File: src/rtl/afb_pkg.sv
// Shared types and constants for the ack frame builder.
// Used by afb_front, afb_queue, afb_back and the top level.
package afb_pkg;

  localparam int QUEUE_DEPTH = 4;
  localparam int CFG_INDEX_W = 1;
  localparam int CFG_DATA_W  = 16;

  // register indexes on the configuration port
  localparam logic [CFG_INDEX_W-1:0] REG_HEAD_CODE = 1'd0;
  localparam logic [CFG_INDEX_W-1:0] REG_TAIL_CODE = 1'd1;

  // input command codes
  localparam logic CMD_START = 1'b0;
  localparam logic CMD_DATA  = 1'b1;

  // kind of work the back end has to carry out for one transaction
  typedef enum logic [1:0] {
    KIND_START,
    KIND_START_EMPTY,
    KIND_DATA,
    KIND_DATA_LAST
  } afb_kind_t;

  typedef struct packed {
    afb_kind_t   kind;
    logic [7:0]  func_code;
    logic [31:0] result_code;
    logic [15:0] data_length;
    logic [7:0]  data_byte;
    logic [7:0]  checksum;
  } afb_entry_t;

  // byte positions within a frame
  localparam logic [3:0] POS_HEAD_HI = 4'd0;
  localparam logic [3:0] POS_HEAD_LO = 4'd1;
  localparam logic [3:0] POS_FUNC    = 4'd2;
  localparam logic [3:0] POS_RES_3   = 4'd3;
  localparam logic [3:0] POS_RES_2   = 4'd4;
  localparam logic [3:0] POS_RES_1   = 4'd5;
  localparam logic [3:0] POS_RES_0   = 4'd6;
  localparam logic [3:0] POS_LEN_HI  = 4'd7;
  localparam logic [3:0] POS_LEN_LO  = 4'd8;
  localparam logic [3:0] POS_DATA    = 4'd9;
  localparam logic [3:0] POS_SUM     = 4'd10;
  localparam logic [3:0] POS_TAIL_HI = 4'd11;
  localparam logic [3:0] POS_TAIL_LO = 4'd12;

endpackage

File: src/rtl/afb_front.sv
// Front end: accepts input transactions, tracks frame state and checksum,
// and pushes classified work entries. Depends on afb_pkg.
module afb_front (
  input  logic                clk,
  input  logic                rst,
  input  logic                in_valid,
  output logic                in_ready,
  input  logic                cmd,
  input  logic [7:0]          func_code,
  input  logic [31:0]         result_code,
  input  logic [15:0]         data_length,
  input  logic [7:0]          data_byte,
  input  logic                q_full,
  output logic                q_push,
  output afb_pkg::afb_entry_t q_entry
);

  logic        frame_open;
  logic [15:0] bytes_left;
  logic [7:0]  running_sum;
  logic        accept;
  logic [7:0]  hdr_sum;
  logic [7:0]  data_sum;

  assign in_ready = !q_full;
  assign accept   = in_valid && in_ready;

  assign hdr_sum = func_code + result_code[31:24] + result_code[23:16]
                 + result_code[15:8] + result_code[7:0]
                 + data_length[15:8] + data_length[7:0];
  assign data_sum = running_sum + data_byte;

  always_comb begin
    q_entry.func_code   = func_code;
    q_entry.result_code = result_code;
    q_entry.data_length = data_length;
    q_entry.data_byte   = data_byte;
    if (cmd == afb_pkg::CMD_START) begin
      q_entry.checksum = hdr_sum;
      q_entry.kind     = (data_length == 16'd0) ? afb_pkg::KIND_START_EMPTY
                                                : afb_pkg::KIND_START;
    end else begin
      q_entry.checksum = data_sum;
      q_entry.kind     = (bytes_left == 16'd1) ? afb_pkg::KIND_DATA_LAST
                                               : afb_pkg::KIND_DATA;
    end
  end

  // data with no frame open is taken and dropped
  assign q_push = accept && (cmd == afb_pkg::CMD_START || frame_open);

  always_ff @(posedge clk) begin
    if (rst) begin
      frame_open  <= 1'b0;
      bytes_left  <= 16'd0;
      running_sum <= 8'd0;
    end else if (accept) begin
      if (cmd == afb_pkg::CMD_START) begin
        running_sum <= hdr_sum;
        if (data_length == 16'd0) begin
          frame_open <= 1'b0;
          bytes_left <= 16'd0;
        end else begin
          frame_open <= 1'b1;
          bytes_left <= data_length;
        end
      end else if (frame_open) begin
        running_sum <= data_sum;
        if (bytes_left == 16'd1) begin
          frame_open <= 1'b0;
          bytes_left <= 16'd0;
        end else begin
          bytes_left <= bytes_left - 16'd1;
        end
      end
    end
  end

endmodule

File: src/rtl/afb_queue.sv
// Short FIFO of work entries between front and back end.
// Depends on afb_pkg for the entry type.
module afb_queue #(
  parameter int DEPTH = afb_pkg::QUEUE_DEPTH
) (
  input  logic                clk,
  input  logic                rst,
  input  logic                push,
  input  afb_pkg::afb_entry_t push_entry,
  output logic                full,
  input  logic                pop,
  output afb_pkg::afb_entry_t pop_entry,
  output logic                empty
);

  localparam int PTR_W = (DEPTH > 1) ? $clog2(DEPTH) : 1;
  localparam int CNT_W = $clog2(DEPTH + 1);
  localparam logic [PTR_W-1:0] PTR_LAST = PTR_W'(DEPTH - 1);
  localparam logic [CNT_W-1:0] CNT_FULL = CNT_W'(DEPTH);

  afb_pkg::afb_entry_t slots [DEPTH];
  logic [PTR_W-1:0]    wr_ptr;
  logic [PTR_W-1:0]    rd_ptr;
  logic [CNT_W-1:0]    count;
  logic                do_push;
  logic                do_pop;

  assign full      = (count == CNT_FULL);
  assign empty     = (count == '0);
  assign do_push   = push && !full;
  assign do_pop    = pop && !empty;
  assign pop_entry = slots[rd_ptr];

  always_ff @(posedge clk) begin
    if (do_push) begin
      slots[wr_ptr] <= push_entry;
    end
  end

  always_ff @(posedge clk) begin
    if (rst) begin
      wr_ptr <= '0;
      rd_ptr <= '0;
      count  <= '0;
    end else begin
      if (do_push) begin
        wr_ptr <= (wr_ptr == PTR_LAST) ? '0 : wr_ptr + PTR_W'(1);
      end
      if (do_pop) begin
        rd_ptr <= (rd_ptr == PTR_LAST) ? '0 : rd_ptr + PTR_W'(1);
      end
      case ({do_push, do_pop})
        2'b10:   count <= count + CNT_W'(1);
        2'b01:   count <= count - CNT_W'(1);
        default: count <= count;
      endcase
    end
  end

endmodule

File: src/rtl/afb_back.sv
// Back end: takes work entries off the queue and serializes frame bytes,
// one per output transaction. Depends on afb_pkg.
module afb_back (
  input  logic                clk,
  input  logic                rst,
  input  logic [15:0]         head_code,
  input  logic [15:0]         tail_code,
  input  logic                q_empty,
  input  afb_pkg::afb_entry_t q_entry,
  output logic                q_pop,
  output logic                out_valid,
  input  logic                out_ready,
  output logic [7:0]          frame_byte,
  output logic                frame_end
);

  afb_pkg::afb_entry_t cur;
  logic                cur_valid;
  logic [3:0]          pos;
  logic [3:0]          last_pos;
  logic [3:0]          pos_next;
  logic                finishing;
  logic                load;

  always_comb begin
    case (cur.kind)
      afb_pkg::KIND_START: last_pos = afb_pkg::POS_LEN_LO;
      afb_pkg::KIND_DATA:  last_pos = afb_pkg::POS_DATA;
      default:             last_pos = afb_pkg::POS_TAIL_LO;
    endcase
  end

  // an empty frame goes straight from the length to the checksum
  assign pos_next = (pos == afb_pkg::POS_LEN_LO && cur.kind == afb_pkg::KIND_START_EMPTY)
                  ? afb_pkg::POS_SUM : pos + 4'd1;

  assign finishing = cur_valid && out_ready && (pos == last_pos);
  assign load      = !cur_valid || finishing;
  assign q_pop     = load && !q_empty;

  always_ff @(posedge clk) begin
    if (rst) begin
      cur_valid <= 1'b0;
      pos       <= afb_pkg::POS_HEAD_HI;
    end else if (load) begin
      cur_valid <= !q_empty;
      if (!q_empty) begin
        cur <= q_entry;
        pos <= (q_entry.kind == afb_pkg::KIND_DATA || q_entry.kind == afb_pkg::KIND_DATA_LAST)
             ? afb_pkg::POS_DATA : afb_pkg::POS_HEAD_HI;
      end
    end else if (cur_valid && out_ready) begin
      pos <= pos_next;
    end
  end

  assign out_valid = cur_valid;
  assign frame_end = (pos == afb_pkg::POS_TAIL_LO);

  always_comb begin
    case (pos)
      afb_pkg::POS_HEAD_HI: frame_byte = head_code[15:8];
      afb_pkg::POS_HEAD_LO: frame_byte = head_code[7:0];
      afb_pkg::POS_FUNC:    frame_byte = cur.func_code;
      afb_pkg::POS_RES_3:   frame_byte = cur.result_code[31:24];
      afb_pkg::POS_RES_2:   frame_byte = cur.result_code[23:16];
      afb_pkg::POS_RES_1:   frame_byte = cur.result_code[15:8];
      afb_pkg::POS_RES_0:   frame_byte = cur.result_code[7:0];
      afb_pkg::POS_LEN_HI:  frame_byte = cur.data_length[15:8];
      afb_pkg::POS_LEN_LO:  frame_byte = cur.data_length[7:0];
      afb_pkg::POS_DATA:    frame_byte = cur.data_byte;
      afb_pkg::POS_SUM:     frame_byte = cur.checksum;
      afb_pkg::POS_TAIL_HI: frame_byte = tail_code[15:8];
      afb_pkg::POS_TAIL_LO: frame_byte = tail_code[7:0];
      default:              frame_byte = 8'd0;
    endcase
  end

endmodule

File: src/rtl/ack_frame_builder_sum_check_core.sv
// Top level of the ack frame builder with additive checksum.
// Depends on afb_pkg, afb_front, afb_queue and afb_back.
//
//  channel | handshake           | payload
//  --------+---------------------+-----------------------------------------------
//  in      | in_valid / in_ready | cmd, func_code, result_code, data_length, data_byte
//  out     | out_valid/out_ready | frame_byte, frame_end
//  cfg     | cfg_we              | cfg_index, cfg_data (head_code, tail_code)
//
// The front end takes one input transaction per cycle while the queue has room.
// The back end sends one frame byte per cycle while out_ready is high and entries are
// available: a start yields 9 bytes (12 for an empty frame), a data byte 1 (4 for the
// last one). Output bandwidth is the limit; the queue lets input run ahead by its depth.
// Synchronous reset clears frame state, queue pointers and output valid.
module ack_frame_builder_sum_check_core #(
  parameter int QUEUE_DEPTH = afb_pkg::QUEUE_DEPTH
) (
  input  logic                            clk,
  input  logic                            rst,
  input  logic                            in_valid,
  output logic                            in_ready,
  input  logic                            cmd,
  input  logic [7:0]                      func_code,
  input  logic [31:0]                     result_code,
  input  logic [15:0]                     data_length,
  input  logic [7:0]                      data_byte,
  output logic                            out_valid,
  input  logic                            out_ready,
  output logic [7:0]                      frame_byte,
  output logic                            frame_end,
  input  logic                            cfg_we,
  input  logic [afb_pkg::CFG_INDEX_W-1:0] cfg_index,
  input  logic [afb_pkg::CFG_DATA_W-1:0]  cfg_data
);

  logic [15:0]         head_code;
  logic [15:0]         tail_code;
  logic                q_full;
  logic                q_empty;
  logic                q_push;
  logic                q_pop;
  afb_pkg::afb_entry_t push_entry;
  afb_pkg::afb_entry_t pop_entry;

  always_ff @(posedge clk) begin
    if (rst) begin
      head_code <= 16'd0;
      tail_code <= 16'd0;
    end else if (cfg_we) begin
      case (cfg_index)
        afb_pkg::REG_HEAD_CODE: head_code <= cfg_data;
        afb_pkg::REG_TAIL_CODE: tail_code <= cfg_data;
        default: ;
      endcase
    end
  end

  afb_front u_front (
    .clk         (clk),
    .rst         (rst),
    .in_valid    (in_valid),
    .in_ready    (in_ready),
    .cmd         (cmd),
    .func_code   (func_code),
    .result_code (result_code),
    .data_length (data_length),
    .data_byte   (data_byte),
    .q_full      (q_full),
    .q_push      (q_push),
    .q_entry     (push_entry)
  );

  afb_queue #(
    .DEPTH (QUEUE_DEPTH)
  ) u_queue (
    .clk        (clk),
    .rst        (rst),
    .push       (q_push),
    .push_entry (push_entry),
    .full       (q_full),
    .pop        (q_pop),
    .pop_entry  (pop_entry),
    .empty      (q_empty)
  );

  afb_back u_back (
    .clk        (clk),
    .rst        (rst),
    .head_code  (head_code),
    .tail_code  (tail_code),
    .q_empty    (q_empty),
    .q_entry    (pop_entry),
    .q_pop      (q_pop),
    .out_valid  (out_valid),
    .out_ready  (out_ready),
    .frame_byte (frame_byte),
    .frame_end  (frame_end)
  );

endmodule

File: config.mk
export PLATFORM = sky130hd
export DESIGN_NAME = ack_frame_builder_sum_check_core
export DESIGN_NICKNAME = d
export VERILOG_FILES = /design/src/rtl/afb_pkg.sv /design/src/rtl/afb_front.sv /design/src/rtl/afb_queue.sv /design/src/rtl/afb_back.sv /design/src/rtl/ack_frame_builder_sum_check_core.sv
export SDC_FILE = /design/constraint.sdc
export NUM_CORES = 1
export LEC_CHECK = 0
export BUFFER_PORTS_ARGS = -buffer_cell sky130_fd_sc_hd__buf_2
export CAP_MARGIN = 20
export CORE_ASPECT_RATIO = 1.2
export CORE_MARGIN = 8
export CORE_UTILIZATION = 60
export CTS_BUF_LIST = sky130_fd_sc_hd__clkbuf_8 sky130_fd_sc_hd__clkbuf_16
export DETAILED_ROUTE_END_ITERATION = 12
export GPL_TIMING_DRIVEN = 0
export PLACE_DENSITY = 0.78
export SYNTH_ARGS = -nofsm -noshare
export SYNTH_HDL_FRONTEND = slang
export SYNTH_SLANG_ARGS = --single-unit
File: constraint.sdc
create_clock -name clk -period 7.6 [get_ports clk]
set_clock_uncertainty 0.15 [all_clocks]
set_input_delay 0.76 -clock clk [delete_from_list [all_inputs] [get_ports clk]]
set_output_delay 0.76 -clock clk [all_outputs]
set_load 0.05 [all_outputs]
=== Word-level counts from Yosys, hierarchy flattened ===
Memory sizes are Yosys's and may differ from the RTL's. A register that Yosys moved wholly into a read port is not among the register bits.
Cells that the tools add are included.

* Input port bits: 87
* Output and inout port bits: 11
* Memories: 1
* Bits in read-only memories: 0
* Bits in writable memories: 296
* Register bits: 143
* Logic and storage cells: 112
* Bits in latches: 0

{| class="wikitable"
|+ Memories
! memory !! depth !! bits a word !! rd ports !! clocked after memory_dff !! wr ports !! line !! RTL
|-
| u_queue.slots || 4 || 74 || 1 || 1 || 1 || afb_queue.sv:21 || <nowiki>afb_pkg::afb_entry_t slots [DEPTH];</nowiki>
|}

* Shift operators: 0
* Div/mod/pow operators: 0
* Muxes and demuxes: 28
* Bitwise logic cells: 4
* Reductions and logical operators: 25
* $mul: 0
* Order comparisons: 0
* Add/sub/neg operators: 13
* Eq/ne operators: 25

{| class="wikitable"
|+ Operators by type and width
! cell !! count
|-
| one-hot mux 8 bit (13 select lines) || 1
|-
| two-way mux 16 bit || 4
|-
| adder 8 bit || 7
|-
| two-way mux 8 bit || 3
|-
| == test 4 bit (second input constant) || 5
|-
| two-way mux 4 bit || 5
|-
| == test 16 x 1 -> 1 bit (second input constant) || 1
|-
| == test 4 x 3 -> 1 bit (second input constant) || 4
|-
| logical NOT 16 bit || 1
|-
| subtractor 16 x 1 -> 16 bit (second input constant) || 1
|-
| == test 2 bit (second input constant) || 6
|-
| one-hot mux 3 bit (2 select lines) || 2
|-
| two-way mux 2 bit || 5
|-
| == test 4 x 2 -> 1 bit (second input constant) || 2
|-
| logical AND 1 bit || 8
|-
| two-way mux 1 bit || 8
|-
| AND reduction 2 bit || 4
|-
| adder 2 x 1 -> 2 bit (second input constant) || 2
|-
| adder 4 x 1 -> 4 bit (second input constant) || 1
|-
| == test 2 x 1 -> 1 bit (second input constant) || 2
|-
| == test 4 x 1 -> 1 bit (second input constant) || 1
|-
| == test 4 bit || 1
|-
| logical NOT 4 bit || 1
|-
| inverter 1 bit || 4
|-
| 11 further kinds || 16
|}

=== Depth between registers and ports, before layout ===
* Depth after elaboration: 9
* Depth in mapped cells: 15
* Depth with buffers taken out: 15

=== Hierarchy ===
Synthesis repeated with hierarchy kept, for this count alone.

* Cell total of the unflattened synthesis: 1,229
* Area total of the unflattened synthesis: 19,423.6 um2

{| class="wikitable"
|+ By module, submodules not included
! module !! cells each !! sequential area each (um2) !! times used !! area an instance (um2)
|-
| afb_queue || 440 || 9,068.7 || 1 || 11,170.7
|-
| afb_front || 425 || 500.5 || 1 || 3,489.6
|-
| afb_back || 239 || 2,322.2 || 1 || 3,399.5
|-
| ack_frame_builder_sum_check_core || 125 || 640.6 || 1 || 1,363.8
|}

=== Worst setup path before layout ===
Ideal clock, no wire load.

* Kind: input port to flip-flop
* Start: input port out_ready
* End: register u_back.cur[0] in the netlist's numbering, enable pin
* Arrival time: 6.277 ns
* Buffers on the path: 1
* Setup time: 0.597 ns
* Cell stages on the path: 4
* Required time: 6.853 ns
* Setup slack: 0.576 ns
* Cell sequence: inv_1 -> o31a_1 -> clkbuf_1 -> nor3_1

* Longest elaborated chain between the ends: 4

{| class="wikitable"
|+ RTL lines
! item !! line !! RTL
|-
| start: declaration || ack_frame_builder_sum_check_core.sv:28 || <nowiki>input logic out_ready,</nowiki>
|-
| logical AND 1 bit (2 in series) || afb_back.sv:37 || <nowiki>assign finishing = cur_valid && out_ready && (pos == last_pos);</nowiki>
|-
| logical OR 1 bit || afb_back.sv:38 || <nowiki>assign load = !cur_valid || finishing;</nowiki>
|-
| AND reduction 3 bit (no line) || n/a ||
|-
| end signal: assignment || afb_back.sv:48 || <nowiki>cur <= q_entry;</nowiki>
|-
| end: declaration || afb_back.sv:17 || <nowiki>afb_pkg::afb_entry_t cur;</nowiki>
|}

Every way passes these cells.
A chain may end at the register's enable or synchronous reset.

==> impl_metrics.tcl <==
set metrics [dict create \
    end_kind "flop" \
    synth_ff_type "edfxtp_1" \
    clockBufferDepth 3 \
    reg2reg_slack_ns 4.12 \
    r2r_end "u_back.cur[55]" \
    critPathArrivalTime_ns 4.76 \
    grt_remaining_overflow 0 \
    synth_compound_area_share_pct 7.17 \
    insertion_delay_ns 0.55 \
    core_sq_um 30400 \
    place_area_sq_um 19600 \
    numCtsBuffers 43 \
    synth.mux.area_fraction_pct 9.48 \
    h-tree-depth 2 \
    gp_congestion 0.937 \
    crit_top_cell "fa_1" \
    root_buffer "clkbuf_16" \
    critPathSlowestCell "fa_1" \
    synth_top_family_by_area "multiplexers" \
    synth_edf_count 370 \
    num_io_pins 98 \
    place_hpwl_microns 31500 \
    hold_class "primary input to flop" \
    hold_viol 0 \
    drtIter0Drc 1321 \
    start_kind "primary input" \
    p_clk_share_pct 29.1 \
    cpPeakStageDelay_ns 0.51 \
    syn_inst 1189 \
    status "complete, no violations" \
    drv_slew 0 \
    ant_nets 0 \
    yosysSeqAreaShare_pct 67.8 \
    ir_worst_vdd_uv 212 \
    r2r-start "u_back.pos[2]" \
    switching_power_uw 2180 \
    synth_xor_area_share_pct 1.26 \
    rsz0062_at_grt "no" \
    seqPwrFrac_pct 44.4 \
    crit_path_max_fanout 6 \
    ys_async_sr_fraction_pct 0 \
    power.density_nw_per_um2 338 \
    cts_repair_resize_count 0 \
    first_pass_iters 5 \
    drt_wl_total_microns 46000 \
    synthAdderAreaFrac_pct 5.58 \
    areaGrowthSynthToFinish_pct 13.9 \
    switching_share_pct 30.7 \
    p_leak_uw 0.00732 \
    dieHeight_microns 208 \
    grt_pass1_vias 11300 \
    cts_tree "built" \
    grt_start_max_net_pins 59 \
    grt_first_pass_wirelength_microns 68300 \
    final_core_util_pct 69.2 \
    crit_required_ns 7.77 \
    syn_area_per_cell_sq_um 15.5 \
    syn-num-nets 1338 \
    grt_use_total_pct 24.8 \
    setup_violations 0 \
    finalCriticalPeriod_ns 4.58 \
    maxSlewHeadroom_pct 30.3 \
    synth_seq_cells 441 \
    combPwrFrac_pct 26.5 \
    vias 11200 \
    max_freq_mhz 218 \
    drive_gt1_share_pct 18.8 \
    drc 0 \
    port_buffers 96 \
    wl_per_cell_microns 26.0 \
    cts_hold_buf 0 \
    maxCapViolCount 0 \
    cts_setup_buffers 0 \
    yosys.area_share.simple_pct 5.61 \
    synth_warnings 0 \
    clk_pin_slew_worst_paths_ns 0.06 \
    dieArea_sq_um 36700 \
    finalCritPeriodShare_pct 60.3 \
    viasPerCell 6.30 \
    min_to "u_queue.slots[2][43]" \
    yosysUniqueCellTypes 62 \
    die_w_microns 176 \
    criticalPathCategory "primary input to flop" \
    p_int_uw 4920 \
    path_cells "buf_2, inv_1, fa_1, inv_1, fa_1, fa_1, inv_1, fa_1, fa_1, nor2b_1, o31a_1, o22ai_1, xnor2_1, nor2_1, nor2_1" \
    fin_area_sq_um 21000 \
    synthesis.area_sq_um 18500 \
    holdCritStartpoint "result_code[11]" \
    start_util_pct 60.8 \
    max_slew.worst_pin.slew_ns 1.03 \
    antenna_found_initial 4 \
    holdWs_ns 0.296 \
    row_count 70 \
    min_path_cells 1 \
    nets 1489 \
    reg2reg_depth 10 \
    clock-sinks 441 \
]
[area by class of cell]
type	count	area (sq um)
Inverter	86	323
Multi-Input combinational cell	601	5390
Clock buffer	46	1140
Antenna cell	2	5.00
Clock inverter	31	250
Buffer	61	240
Fill cell	1998	9350
Timing Repair Buffer	106	666
Tap cell	396	495
Sequential cell	441	12500
[per-stage QoR]
step	total power, uW	instances	setup slack (ns)	TNS [ns]
after floorplan	4400	1189	0.576	0
after global placement	5000	1681	-2.23	-164.11
after detailed placement	5050	1691	2.52	0
after CTS	7110	1768	3.07	0
after global routing	7380	1769	2.89	0
final	7100	1770	3.02	0
[kinds of logic (layout without fill, tap and decap cells)]
logic type | Yosys count | count (layout)
multiplexers | 82 | 82
AO/OA/AOI/OAI | 201 | 201
XOR/XNOR | 25 | 25
adder cells (fa/ha/maj) | 62 | 62
buffers and inverters | 147 | 330
other | 0 | 2
flip-flops | 441 | 441
AND/OR/NAND/NOR | 231 | 231
[cell usage in the layout, fill, tap and decap left out, types with 31 or more instances in the layout]
master       n
fa_1        34
edfxtp_1   370
buf_2       96
nand2_1    104
nor2_1      57
clkbuf_1    48
clkbuf_16   45
inv_1       94
dfxtp_1     71
mux4_2      74
a21oi_1     68
o21ai_0     31
[routing by layer]
layer  vias up  GRT usage, %  wire length [microns]
met5         -             0                     26
met1      5637          33.2                  17900
li1       4807             -                      -
met4         4          9.60                   1630
met2       593          40.1                  22400
met3       109          4.47                   4000
[worst max-delay path by stage]
stage / from / to / slack [ns]
floorplan: out_ready / u_back.cur[0] / 0.58
global placement: rst / u_back.cur[34] / -2.23
detailed placement: data_length[3] / u_queue.slots[1][7] / 2.52
CTS: result_code[27] / u_queue.slots[1][7] / 3.07
global route: data_length[4] / u_queue.slots[0][7] / 2.89
finish: data_length[2] / u_queue.slots[1][7] / 3.02
[synth_stat cells, types with 9 or more instances]
master	n	area [sq um]
nand3_1	12	60.1
ha_1	28	350
xnor2_1	18	158
o21ai_0	31	155
nor2_1	57	214
a222oi_1	9	90.1
nor3_1	10	50.1
a31oi_1	9	56.3
buf_1	11	41.3
inv_1	86	323
fa_1	34	681
a21oi_1	68	340
edfxtp_1	370	11100
clkbuf_1	48	180
nand2_1	104	390
a22oi_1	22	165
dfxtp_1	71	1420
mux4_2	74	1670
[registers in the layout, summed over array words and instances, names as in the netlist, named ones only]
register and flops:
u_queue.slots 296, u_back.cur 74, head_code 16, tail_code 16, u_front.bytes_left 16, u_front.running_sum 8
u_back.pos 4, u_queue.count 3, u_queue.rd_ptr 2, u_queue.wr_ptr 2, u_back.out_valid 1, u_front.frame_open 1
[power by group through the flow]
stage                     clock network [uW]  logic, uW  registers [uW]
after floorplan                            0       1250            3150
after global placement                     0       1780            3220
after CTS                               2090       1870            3150
final                                   2070       1880            3160
after global routing                    2180       2030            3170
after detailed placement                   0       1850            3200
[critical path: cells and delay by family]
kind	cells	cell delay, ns
AO/OA/AOI/OAI	2	0.27
XOR/XNOR	1	0.29
adder cells (fa/ha/maj)	5	2.43
buffers and inverters	4	0.40
AND/OR/NAND/NOR	3	0.59
No activity file was read; power rests on OpenSTA's default activity.
